`config.mk`:
```
export PLATFORM = sky130hd
export DESIGN_NAME = interval_range_map_table_top
export DESIGN_NICKNAME = d
export VERILOG_FILES = /design/src/src/irmt_pkg.sv /design/src/src/interval_range_map_table_top.sv
export SDC_FILE = /design/constraint.sdc
export NUM_CORES = 2
export LEC_CHECK = 0
export BUFFER_PORTS_ARGS = -buffer_cell sky130_fd_sc_hd__buf_4
export CORE_ASPECT_RATIO = 1.1
export CORE_UTILIZATION = 53
export CTS_BUF_LIST = sky130_fd_sc_hd__clkbuf_16
export DETAILED_ROUTE_END_ITERATION = 10
export GPL_ROUTABILITY_DRIVEN = 0
export GPL_TIMING_DRIVEN = 1
export PLACE_DENSITY_LB_ADDON = 0.12
export SLEW_MARGIN = 20
export SYNTH_ARGS = -nofsm -noshare
export SYNTH_HDL_FRONTEND = slang
export SYNTH_SLANG_ARGS = --single-unit
export TNS_END_PERCENT = 30
```
`constraint.sdc`:
```
create_clock -name clk_i -period 10.8 [get_ports clk_i]
set_input_delay 1.62 -clock clk_i [delete_from_list [all_inputs] [get_ports clk_i]]
set_output_delay 1.62 -clock clk_i [all_outputs]
set_load 0.005 [all_outputs]
```
`src/src/irmt_pkg.sv`:
```
// irmt_pkg: shared types and constants of the interval range map table
// no dependencies; used by src/interval_range_map_table_top.sv

package irmt_pkg;

  // default geometry
  localparam int TableEntries = 16;
  localparam int KeyWidth     = 32;
  localparam int ValueWidth   = 8;

  // field widths fixed by the interface
  localparam int FuncWidth   = 2;
  localparam int StatusWidth = 2;
  localparam int CountOutW   = 5;

  // operation codes
  typedef enum logic [FuncWidth-1:0] {
    FUNC_LOOKUP = 2'd0,
    FUNC_ASSIGN = 2'd1,
    FUNC_CLEAR  = 2'd2,
    FUNC_NOP    = 2'd3
  } func_e;

  // result status codes
  typedef enum logic [StatusWidth-1:0] {
    ST_DONE  = 2'd0,
    ST_EMPTY = 2'd1,
    ST_FULL  = 2'd2,
    ST_RSVD  = 2'd3
  } status_e;

  // sequencer states
  typedef enum logic [2:0] {
    S_IDLE,
    S_LOOK,
    S_PRE,
    S_SKIP,
    S_POST,
    S_DONE
  } state_e;

endpackage

```
`src/src/interval_range_map_table_top.sv`:
```
// interval_range_map_table_top: sorted boundary table with lookup, assign and clear
// depends on src/irmt_pkg.sv
//
// Usage: one input channel (in_valid_i / in_stall_o) carries func, key_begin,
// key_end and new_value; one output channel (out_valid_o / out_stall_i) returns
// read_value, status and entry_count, one result per transaction. default_value
// is written through cfg_we_i / cfg_wdata_i while the block is idle.
// Flow: a transaction is taken only in the idle state; the block then works
// on it alone. A lookup and an assign walk the table, one boundary per cycle
// through a single shared key comparator and one table read port; clear,
// no-op and empty assigns go straight to the final state. The new table is
// built in the spare bank and committed by a bank swap.
// The result register decouples the sides: a new transaction is accepted while
// a finished result still waits; a stalled result holds, and the next one waits
// in the final state until the register frees up.
// Reset: the table holds one boundary, key 0 with value 0, default_value is 0;
// no clearing pass is needed.

module interval_range_map_table_top #(
  parameter int TABLE_ENTRIES = irmt_pkg::TableEntries,
  parameter int KEY_WIDTH     = irmt_pkg::KeyWidth,
  parameter int VALUE_WIDTH   = irmt_pkg::ValueWidth
) (
  input  logic                             clk_i,
  input  logic                             rst_ni,
  // configuration
  input  logic                             cfg_we_i,
  input  logic [VALUE_WIDTH-1:0]           cfg_wdata_i,
  // request channel
  input  logic                             in_valid_i,
  output logic                             in_stall_o,
  input  logic [irmt_pkg::FuncWidth-1:0]   func_i,
  input  logic [KEY_WIDTH-1:0]             key_begin_i,
  input  logic [KEY_WIDTH-1:0]             key_end_i,
  input  logic [VALUE_WIDTH-1:0]           new_value_i,
  // result channel
  output logic                             out_valid_o,
  input  logic                             out_stall_i,
  output logic [VALUE_WIDTH-1:0]           read_value_o,
  output logic [irmt_pkg::StatusWidth-1:0] status_o,
  output logic [irmt_pkg::CountOutW-1:0]   entry_count_o
);

  localparam int CW = $clog2(TABLE_ENTRIES + 1);
  localparam int IW = $clog2(TABLE_ENTRIES);
  localparam int MW = $clog2(TABLE_ENTRIES + 3);
  localparam logic [CW-1:0] CountMax = CW'(TABLE_ENTRIES);
  localparam logic [MW-1:0] MergeMax = MW'(TABLE_ENTRIES);
  localparam logic [CW-1:0] CountOne = CW'(1);

  // two banks of boundaries, the active one is sel_q
  logic [KEY_WIDTH-1:0]   keys_q [2][TABLE_ENTRIES];
  logic [VALUE_WIDTH-1:0] vals_q [2][TABLE_ENTRIES];

  irmt_pkg::state_e state_q, state_d;
  logic                   sel_q, sel_d;
  logic                   fill_q, fill_d;
  logic [VALUE_WIDTH-1:0] fill_val_q, fill_val_d;
  logic [VALUE_WIDTH-1:0] dflt_q;
  logic [CW-1:0]          count_q, count_d;
  logic [CW-1:0]          idx_q, idx_d;
  logic [MW-1:0]          m_q, m_d;
  logic [VALUE_WIDTH-1:0] last_v_q, last_v_d;
  logic [VALUE_WIDTH-1:0] acc_v_q, acc_v_d;
  irmt_pkg::func_e        func_q, func_d;
  irmt_pkg::status_e      stat_q, stat_d;
  logic [KEY_WIDTH-1:0]   kb_q, kb_d, ke_q, ke_d;
  logic [VALUE_WIDTH-1:0] nv_q, nv_d;

  logic                   out_valid_q, out_valid_d;
  logic [VALUE_WIDTH-1:0] out_rv_q, out_rv_d;
  irmt_pkg::status_e      out_st_q, out_st_d;
  logic [CW-1:0]          out_cnt_q, out_cnt_d;

  logic                   in_acc, out_free;
  logic                   rd_ok;
  logic [KEY_WIDTH-1:0]   rd_key, cmp_opnd;
  logic [VALUE_WIDTH-1:0] rd_val;
  logic [KEY_WIDTH:0]     cmp_diff;
  logic                   cmp_lt, cmp_le;
  logic                   emit;
  logic [KEY_WIDTH-1:0]   emit_key;
  logic [VALUE_WIDTH-1:0] emit_val;
  logic                   wr_en;
  logic [CW+irmt_pkg::CountOutW-1:0] cnt_ext;

  assign in_stall_o = (state_q != irmt_pkg::S_IDLE);
  assign in_acc     = in_valid_i && !in_stall_o;
  assign out_free   = !out_valid_q || !out_stall_i;

  // table read port: entry idx_q of the active bank, a cleared table reads as the fill value
  assign rd_ok  = (idx_q < count_q);
  always_comb begin
    if (fill_q) begin
      rd_key = '0;
      rd_val = fill_val_q;
    end else begin
      rd_key = keys_q[sel_q][idx_q[IW-1:0]];
      rd_val = vals_q[sel_q][idx_q[IW-1:0]];
    end
  end

  // shared key comparator
  assign cmp_opnd = (state_q == irmt_pkg::S_SKIP) ? ke_q : kb_q;
  assign cmp_diff = {1'b0, rd_key} - {1'b0, cmp_opnd};
  assign cmp_lt   = cmp_diff[KEY_WIDTH];
  assign cmp_le   = cmp_lt || (rd_key == cmp_opnd);

  // next state
  always_comb begin
    state_d = state_q;
    case (state_q)
      irmt_pkg::S_IDLE: begin
        if (in_acc) begin
          case (irmt_pkg::func_e'(func_i))
            irmt_pkg::FUNC_LOOKUP: state_d = irmt_pkg::S_LOOK;
            irmt_pkg::FUNC_ASSIGN: begin
              state_d = (key_begin_i < key_end_i) ? irmt_pkg::S_PRE : irmt_pkg::S_DONE;
            end
            default: state_d = irmt_pkg::S_DONE;
          endcase
        end
      end
      irmt_pkg::S_LOOK: if (!(rd_ok && cmp_le)) state_d = irmt_pkg::S_DONE;
      irmt_pkg::S_PRE:  if (!(rd_ok && cmp_lt)) state_d = irmt_pkg::S_SKIP;
      irmt_pkg::S_SKIP: if (!(rd_ok && cmp_le)) state_d = irmt_pkg::S_POST;
      irmt_pkg::S_POST: if (!rd_ok) state_d = irmt_pkg::S_DONE;
      irmt_pkg::S_DONE: if (out_free) state_d = irmt_pkg::S_IDLE;
      default: state_d = irmt_pkg::S_IDLE;
    endcase
  end

  // datapath and merge
  always_comb begin
    sel_d       = sel_q;
    fill_d      = fill_q;
    fill_val_d  = fill_val_q;
    count_d     = count_q;
    idx_d       = idx_q;
    m_d         = m_q;
    last_v_d    = last_v_q;
    acc_v_d     = acc_v_q;
    func_d      = func_q;
    stat_d      = stat_q;
    kb_d        = kb_q;
    ke_d        = ke_q;
    nv_d        = nv_q;
    out_valid_d = out_valid_q && out_stall_i;
    out_rv_d    = out_rv_q;
    out_st_d    = out_st_q;
    out_cnt_d   = out_cnt_q;
    emit        = 1'b0;
    emit_key    = rd_key;
    emit_val    = rd_val;
    wr_en       = 1'b0;

    case (state_q)
      // take a transaction
      irmt_pkg::S_IDLE: begin
        if (in_acc) begin
          func_d  = irmt_pkg::func_e'(func_i);
          kb_d    = key_begin_i;
          ke_d    = key_end_i;
          nv_d    = new_value_i;
          idx_d   = '0;
          m_d     = '0;
          acc_v_d = '0;
          stat_d  = irmt_pkg::ST_DONE;
          if (irmt_pkg::func_e'(func_i) == irmt_pkg::FUNC_ASSIGN && !(key_begin_i < key_end_i))
            stat_d = irmt_pkg::ST_EMPTY;
          if (irmt_pkg::func_e'(func_i) == irmt_pkg::FUNC_CLEAR) begin
            fill_d     = 1'b1;
            fill_val_d = dflt_q;
            count_d    = CountOne;
          end
        end
      end
      // walk while the boundary is at or below the key
      irmt_pkg::S_LOOK: begin
        if (rd_ok && cmp_le) begin
          acc_v_d = rd_val;
          idx_d   = idx_q + CountOne;
        end
      end
      // copy boundaries below begin, then insert begin
      irmt_pkg::S_PRE: begin
        emit = 1'b1;
        if (rd_ok && cmp_lt) begin
          acc_v_d = rd_val;
          idx_d   = idx_q + CountOne;
        end else begin
          emit_key = kb_q;
          emit_val = nv_q;
        end
      end
      // drop boundaries inside the interval, then insert end with the restored value
      irmt_pkg::S_SKIP: begin
        if (rd_ok && cmp_le) begin
          acc_v_d = rd_val;
          idx_d   = idx_q + CountOne;
        end else begin
          emit     = 1'b1;
          emit_key = ke_q;
          emit_val = acc_v_q;
        end
      end
      // copy boundaries above end
      irmt_pkg::S_POST: begin
        if (rd_ok) begin
          emit  = 1'b1;
          idx_d = idx_q + CountOne;
        end
      end
      // commit and deliver the result
      irmt_pkg::S_DONE: begin
        if (out_free) begin
          out_valid_d = 1'b1;
          out_rv_d    = (func_q == irmt_pkg::FUNC_LOOKUP) ? acc_v_q : '0;
          out_st_d    = stat_q;
          out_cnt_d   = count_q;
          if (func_q == irmt_pkg::FUNC_ASSIGN && stat_q == irmt_pkg::ST_DONE) begin
            if (m_q > MergeMax) begin
              out_st_d = irmt_pkg::ST_FULL;
            end else begin
              sel_d     = !sel_q;
              fill_d    = 1'b0;
              count_d   = m_q[CW-1:0];
              out_cnt_d = m_q[CW-1:0];
            end
          end
        end
      end
      default: ;
    endcase

    // canonical merge: a boundary repeating the previous value is dropped
    if (emit && (m_q == '0 || last_v_q != emit_val)) begin
      wr_en    = (m_q < MergeMax);
      m_d      = m_q + MW'(1);
      last_v_d = emit_val;
    end
  end

  // spare bank write port
  always_ff @(posedge clk_i) begin
    if (wr_en) begin
      keys_q[!sel_q][m_q[IW-1:0]] <= emit_key;
      vals_q[!sel_q][m_q[IW-1:0]] <= emit_val;
    end
  end

  // control registers
  always_ff @(posedge clk_i or negedge rst_ni) begin
    if (!rst_ni) begin
      state_q     <= irmt_pkg::S_IDLE;
      sel_q       <= 1'b0;
      fill_q      <= 1'b1;
      fill_val_q  <= '0;
      dflt_q      <= '0;
      count_q     <= CountOne;
      out_valid_q <= 1'b0;
    end else begin
      state_q     <= state_d;
      sel_q       <= sel_d;
      fill_q      <= fill_d;
      fill_val_q  <= fill_val_d;
      count_q     <= count_d;
      out_valid_q <= out_valid_d;
      if (cfg_we_i) begin
        dflt_q <= cfg_wdata_i;
      end
    end
  end

  // payload registers
  always_ff @(posedge clk_i) begin
    idx_q     <= idx_d;
    m_q       <= m_d;
    last_v_q  <= last_v_d;
    acc_v_q   <= acc_v_d;
    func_q    <= func_d;
    stat_q    <= stat_d;
    kb_q      <= kb_d;
    ke_q      <= ke_d;
    nv_q      <= nv_d;
    out_rv_q  <= out_rv_d;
    out_st_q  <= out_st_d;
    out_cnt_q <= out_cnt_d;
  end

  // outputs
  assign cnt_ext       = {{irmt_pkg::CountOutW{1'b0}}, out_cnt_q};
  assign out_valid_o   = out_valid_q;
  assign read_value_o  = out_rv_q;
  assign status_o      = out_st_q;
  assign entry_count_o = cnt_ext[irmt_pkg::CountOutW-1:0];

`ifndef SYNTHESIS
  // table always holds between one and the full number of boundaries
  a_count_range: assert property (@(posedge clk_i) disable iff (!rst_ni)
    count_q != '0 && count_q <= CountMax)
    else $error("boundary count out of range");

  // a cleared table holds exactly one boundary
  a_fill_count: assert property (@(posedge clk_i) disable iff (!rst_ni)
    fill_q |-> count_q == CountOne)
    else $error("cleared table with more than one boundary");

  // results appear only out of the final state
  a_out_src: assert property (@(posedge clk_i) disable iff (!rst_ni)
    $rose(out_valid_o) |-> $past(state_q == irmt_pkg::S_DONE))
    else $error("result raised outside the final state");

  // the merged count never passes two beyond the table size
  a_merge_bound: assert property (@(posedge clk_i) disable iff (!rst_ni)
    (state_q == irmt_pkg::S_POST || state_q == irmt_pkg::S_DONE) |-> m_q <= MergeMax + MW'(2))
    else $error("merge count overran");
`endif

endmodule

```
=== Word-level counts from Yosys, hierarchy flattened ===
Memories as Yosys holds them, arrays and structs flattened.
Index checks and enable logic that the tools add are counted.

* $add $sub $neg: 3
* Multiply operators: 0
* Divide/modulo/power cells: 0
* $lt $le $gt $ge: 7
* Equality and inequality tests: 22
* Shift operators: 0
* Mux-type cells: 62
* Bitwise operators: 3
* Reduce and logical (&&, ||, !) cells: 38

{| class="wikitable"
|+ Operator list
! operator !! count
|-
| $mux 512 || 1
|-
| $mux 32 || 7
|-
| $bmux 32 s4 || 1
|-
| $demux 32 s4 || 1
|-
| $mux 128 || 1
|-
| $mux 8 || 8
|-
| $pmux 32 s2 || 1
|-
| $mux 5 || 11
|-
| $sub 32x32->33 || 1
|-
| $bmux 8 s4 || 1
|-
| $demux 8 s4 || 1
|-
| $eq 32x32->1 || 1
|-
| $lt 32x32->1 || 1
|-
| $pmux 8 s3 || 1
|-
| $ne 2x2->1 const B || 11
|-
| $mux 3 || 7
|-
| $pmux 5 s4 || 1
|-
| $pmux 3 s6 || 1
|-
| $pmux 8 s2 || 1
|-
| $mux 1 || 12
|-
| $reduce_and 6->1 || 2
|-
| $add 5x1->5 const B || 2
|-
| $ge 5x5->1 const B || 2
|-
| $not 4->5 || 2
|-
| other kinds (31) || 57
|}

* Bits in registers: 144
* Bits in latches: 0
* RAM bits: 1,280
* ROM bits: 0
* Input bits: 87
* Memories: 2

{| class="wikitable"
|+ Memories
! name !! words !! width !! read ports !! clocked after Yosys merged registers in !! write ports !! line !! text
|-
| keys_q || 2 || 512 || 1 || 0 || 1 || interval_range_map_table_top.sv:52 || <nowiki>logic [KEY_WIDTH-1:0] keys_q [2][TABLE_ENTRIES];</nowiki>
|-
| vals_q || 2 || 128 || 1 || 0 || 1 || interval_range_map_table_top.sv:53 || <nowiki>logic [VALUE_WIDTH-1:0] vals_q [2][TABLE_ENTRIES];</nowiki>
|}

=== Depth between registers and ports, before layout ===
* Depth after elaboration: 16
* Gate-level depth with buffers: 25

=== Worst setup path before layout ===
Ideal clock, no wire load.

* Kind: reg2reg
* Start: register sel_q
* End: memory keys_q[1][100] (netlist bit), enable pin
* Arrival: 10,754 ps
* Required time: 10,263 ps
* Path slack: -491 ps
* Cell stages (with the launch flop): 25
* Cells stage by stage: dfrtp_1 -> buf_6 -> buf_2 -> buf_2 -> buf_2 -> clkbuf_1 -> buf_1 -> mux4_2 -> mux4_2 -> mux2i_1 -> nor2_1 -> ha_1 -> nand2_1 -> nor4_1 -> a21bo_2 -> a41oi_1 -> nand2_1 -> nand2_2 -> mux2i_1 -> o21ai_0 -> xor2_1 -> a2111oi_0 -> a31o_2 -> buf_6 -> nor4_1

* Cells in the longest elaborated chain, start to end: 16

{| class="wikitable"
|+ Ends and longest elaborated chain
! element !! line !! text
|-
| from (decl) || interval_range_map_table_top.sv:56 || <nowiki>logic sel_q, sel_d;</nowiki>
|-
| from (signal assigned) || interval_range_map_table_top.sv:264 || <nowiki>sel_q <= sel_d;</nowiki>
|-
| $mem_v2 2x512 || -- ||
|-
| $bmux 32 s4 || interval_range_map_table_top.sv:98 || <nowiki>rd_key = keys_q[sel_q][idx_q[IW-1:0]];</nowiki>
|-
| $mux 32 (implied by the code) (2 in a row) || interval_range_map_table_top.sv:98 ||
|-
| $mux 32 || interval_range_map_table_top.sv:94 || <nowiki>if (fill_q) begin</nowiki>
|-
| $sub 32x32->33 or $eq 32x32->1 (tied branches) || interval_range_map_table_top.sv:105, interval_range_map_table_top.sv:107 ||
|-
| $logic_or 1x1->1 || interval_range_map_table_top.sv:107 || <nowiki>assign cmp_le = cmp_lt || (rd_key == cmp_opnd);</nowiki>
|-
| $logic_and 1x1->1 || interval_range_map_table_top.sv:198 || <nowiki>if (rd_ok && cmp_le) begin</nowiki>
|-
| $mux 8 || -- ||
|-
| $pmux 8 s2 (*) || interval_range_map_table_top.sv:157 || <nowiki>case (state_q)</nowiki>
|-
| via emit_val[1] || interval_range_map_table_top.sv:83 || <nowiki>logic [VALUE_WIDTH-1:0] emit_val;</nowiki>
|-
| $ne 8x8->1 (*) || interval_range_map_table_top.sv:237 || <nowiki>if (emit && (m_q == '0 || last_v_q != emit_val)) begin</nowiki>
|-
| $logic_or 1x1->1 (*) || interval_range_map_table_top.sv:237 ||
|-
| $logic_and 1x1->1 (*) || interval_range_map_table_top.sv:237 ||
|-
| $mux 1 (*) || interval_range_map_table_top.sv:237 ||
|-
| $mux 1 (*) || interval_range_map_table_top.sv:246 || <nowiki>if (wr_en) begin</nowiki>
|-
| $mux 512 (implied by the code) (*) || interval_range_map_table_top.sv:247 || <nowiki>keys_q[!sel_q][m_q[IW-1:0]] <= emit_key;</nowiki>
|-
| to (decl) || interval_range_map_table_top.sv:52 ||
|}

Mark *: on every way through the listed nets, which the timed path passes. The rest lies on a longest branch. The select of a mux whose other input is x is not followed.

=== Final worst setup path ===
* Start: register idx_q[0]
* End: memory keys_q[1][387] (netlist bit), enable pin

* Cells in the longest elaborated chain, start to end: 16

{| class="wikitable"
|+ Ends and longest elaborated chain
! element !! line !! text
|-
| from (decl) || interval_range_map_table_top.sv:61 || <nowiki>logic [CW-1:0] idx_q, idx_d;</nowiki>
|-
| from (signal assigned) || interval_range_map_table_top.sv:277 || <nowiki>idx_q <= idx_d;</nowiki>
|-
| $not 4->5 (implied by the code) || interval_range_map_table_top.sv:98, interval_range_map_table_top.sv:99 ||
|-
| $bmux 32 s4 || interval_range_map_table_top.sv:98 ||
|-
| $mux 32 (implied by the code) (2 in a row) || interval_range_map_table_top.sv:98 ||
|-
| $mux 32 || interval_range_map_table_top.sv:94 ||
|-
| $sub 32x32->33 or $eq 32x32->1 (tied branches) || interval_range_map_table_top.sv:105, interval_range_map_table_top.sv:107 ||
|-
| $logic_or 1x1->1 || interval_range_map_table_top.sv:107 ||
|-
| $logic_and 1x1->1 || interval_range_map_table_top.sv:198 ||
|-
| $mux 8 || -- ||
|-
| $pmux 8 s2 (*) || interval_range_map_table_top.sv:157 ||
|-
| via emit_val[6] || interval_range_map_table_top.sv:83 ||
|-
| $ne 8x8->1 (*) || interval_range_map_table_top.sv:237 ||
|-
| $logic_or 1x1->1 (*) || interval_range_map_table_top.sv:237 ||
|-
| $logic_and 1x1->1 (*) || interval_range_map_table_top.sv:237 ||
|-
| $mux 1 (*) || interval_range_map_table_top.sv:237 ||
|-
| $mux 1 (*) || interval_range_map_table_top.sv:246 ||
|-
| $mux 512 (implied by the code) (*) || interval_range_map_table_top.sv:247 ||
|}

Marked as above.

==> impl_metrics.ini <==
[finish]
fin_cells = 4392
final-seq-area_sq_um = 42600
fin_nets = 3041
multiInputGateArea_sq_um = 13650
drive_gt1_frac = 0.2795
area_growth_pct = 13.11
num-fill-cells = 7271
num_antenna_cells = 0

[critical_path]
critPathCaptureType = flip-flop
reg2reg_slack_ns = 1.12
crit_required_ns = 11.22
arrival_ns = 10.10
cp_max_fo = 39
start_kind = flip-flop
worst-setup-path-type = reg -> reg

[synthesis]
ys_seq_area_frac = 0.7499
syn_nets = 2847
synth_top_area_frac = 0.7380
ys_top_cells_by_count = edfxtp_1 (1396), mux4_2 (382), nand2_1 (109)
ys.flop_type = edfxtp_1
synth.most_common_cell = edfxtp_1
synth_area_leader_cell = edfxtp_1
postSynthAreaPerCell_sq_um = 21.13
yosys_warnings = 0
synthCells = 2688
async_flop_share = 0.01897
synth_edf_count = 1396
syn_area_sq_um = 56800
synth_area_leaders = edfxtp_1 (74%), mux4_2 (15%), ha_1 (1.6%)
synthDistinctLibCells = 64
ys_ff_latch = 1423

[pwr]
pwr-share-seq = 0.433
total_power_mw = 19.08
intPower_mw = 12.86
cellPowerDensity_nw_per_um2 = 297.0
switchingPower_mw = 6.219
switching_share = 0.3259
max-vdd-ir-drop_uv = 171.4
pwr-share-comb = 0.321
leakagePower_nw = 21.03
power_frac_clock = 0.246

[floorplan]
coreArea_sq_um = 105900
start_util = 0.5365
fp.dieH_um = 345.4
die_w_um = 314.1
rows = 125
die_area_sq_um = 108500
ios = 104

[run]
drv_cap = 0

[route]
post-route-drc-count = 0
vias = 28780
wl_per_cell_um = 33.88
via_per_inst = 6.552
drtIter0Drc = 3663
routed_wl_mm = 148.8
postRouteAntennaNets = 0
drt-pass1-iter-count = 6

[sta]
fin_crit_sh = 0.8967
worst_slack_ns = 1.115
final-max-slew-violation-count = 0
finClkSkew_ns = 0.02609
slew_headroom = 0.1885
tns_ns = 0
final_hold_viol_count = 0
period_minus_slack_ns = 9.685
rsz0062_at_grt = no
worst_pin_slew_ns = 1.217
report.final.setup_viol = 0
fmax_ghz = 0.1033

[clock_network]
clk_pin_slew_worst_paths_ns = 0.06
cts_setup_buffers = 0
cts-htree-levels = 4
cts_inserted_buffers = 142
cts_hold_buf = 0
cts_resized = 0
cts_root_buffer = clkbuf_16
insertion_delay_ns = 0.76
clkSinkCount = 1423
cts_tree = built
clock_path_buffers = 3

[placement]
io_buffers = 103
dpl.cell_count = 4135
dp_hpwl_mm = 82.32
dp_worst_setup_slack_ns = 1.299

[worst_hold_path]
hp-class = reg -> reg

[outcome]
status = finished, final reports clean

[global_route]
antenna_found_initial = 3
grt_pass1_vias = 29290
grt_max_degree = 81
grt_pass1_wl_mm = 212.7
grtUsageTotal = 0.2799
overflow = 0
==> power by group through the flow <==
stage | combinational (mW) | clock (mW) | sequential, mW
floorplan | 4.07 | 0 | 8.22
global route | 6.57 | 4.96 | 8.30
global placement | 5.96 | 0 | 8.37
detailed placement | 6.14 | 0 | 8.39
CTS | 6.15 | 4.76 | 8.27
finish | 6.12 | 4.69 | 8.27
==> layout make-up <==
cell class,count,share of cell area
flip-flops and latches,1423,0.6631
clock inverters,112,0.01223
repair buffers,187,0.02458
inverters,68,0.004012
well taps,1397,0.02721
clock buffers,145,0.05648
multi-input cells,1060,0.2124
==> stage by stage <==
step | util | hold WS, ns | instance area (sq um)
finish | 0.6068 | 0.4530 | 64250
floorplan | - | 0.4615 | 56810
global route | 0.6068 | 0.4704 | 64250
global placement | 0.5650 | 0.4354 | 59820
CTS | 0.6067 | 0.4538 | 64240
detailed placement | 0.5650 | 0.4372 | 59820
==> state kept, by name (all words and copies together) (netlist names), 2 cells and up <==
register and count:
state_q 3, kb_q 32, read_value_o 8, keys_q 1024, acc_v_q 8, entry_count_o 5
count_q 5, fill_val_q 8, m_q 5, vals_q 256, func_q 2, nv_q 8
last_v_q 8, dflt_q 8, ke_q 32, status_o 2, idx_q 5
==> routing by layer <==
layer / share of wire / GRT usage / vias up
li1: - / - / 11610
met1: 0.39 / 0.3992 / 15360
met2: 0.49 / 0.4466 / 1555
met3: 0.089 / 0.05013 / 257
met4: 0.025 / 0.08024 / 2
met5: 0.000067 / 0 / -
==> cells by family after synthesis <==
kind of cell	count (synthesis)	share of synthesized area
flip-flops	1423	0.7499
adder cells (fa/ha/maj)	72	0.01586
AO/OA/AOI/OAI	201	0.02496
AND/OR/NAND/NOR	300	0.02403
XOR/XNOR	14	0.002159
multiplexers	473	0.1680
buffers and inverters	205	0.01509
==> critical path: stages (launching register included) <==
cell	delay, ns
edfxtp_1	1.15
buf_12	0.32
buf_4	0.27
mux4_2	0.32
mux4_2	0.46
mux2i_1	0.26
nor2_1	0.13
ha_1	0.37
nand4_1	0.19
nor4_1	0.30
buf_4	0.23
a21bo_2	0.29
a41oi_1	0.74
o31a_2	0.58
a22o_1	0.23
or3_1	0.81
xnor2_1	0.20
nand3b_1	0.09
a2111oi_0	0.42
a31o_4	0.95
nor2_4	0.37
buf_4	0.45
==> cells in the final DEF (no fill, tap or decap), types with 14 or more instances in the layout <==
master     synthesis  layout
nand2_1          109     107
clkinv_1           0      31
buf_4              1     173
mux4_2           382     382
o21ai_0           33      29
inv_1             67     104
a32oi_1           18      18
clkbuf_16          0     145
a21o_1            15      15
edfxtp_1        1396    1396
clkinv_2           0      18
a22oi_1           15      15
o22ai_1           15      15
nor2_1            95      64
nor2b_1           15      15
dfrtp_1           25      24
ha_1              72      72
nor2_4             0      31
mux2i_1           70      70
a222oi_1          17      17
mux2_2            21      21
a21oi_1           41      40
buf_12             0      14
==> path summary, 6_finish.rpt <==
kind	startpoint	to	cells past startpoint
worst max-delay path	idx_q[0]	keys_q[1][387]	21
worst min-delay path	stat_q[0]	status_o[0]	0
worst max register to register	idx_q[0]	keys_q[1][387]	21
worst min register to register	stat_q[0]	status_o[0]	0
max in group asynchronous	rst_ni	count_q[0]	1
min in group asynchronous	rst_ni	dflt_q[4]	1
Power figures use the tool's default switching activity.
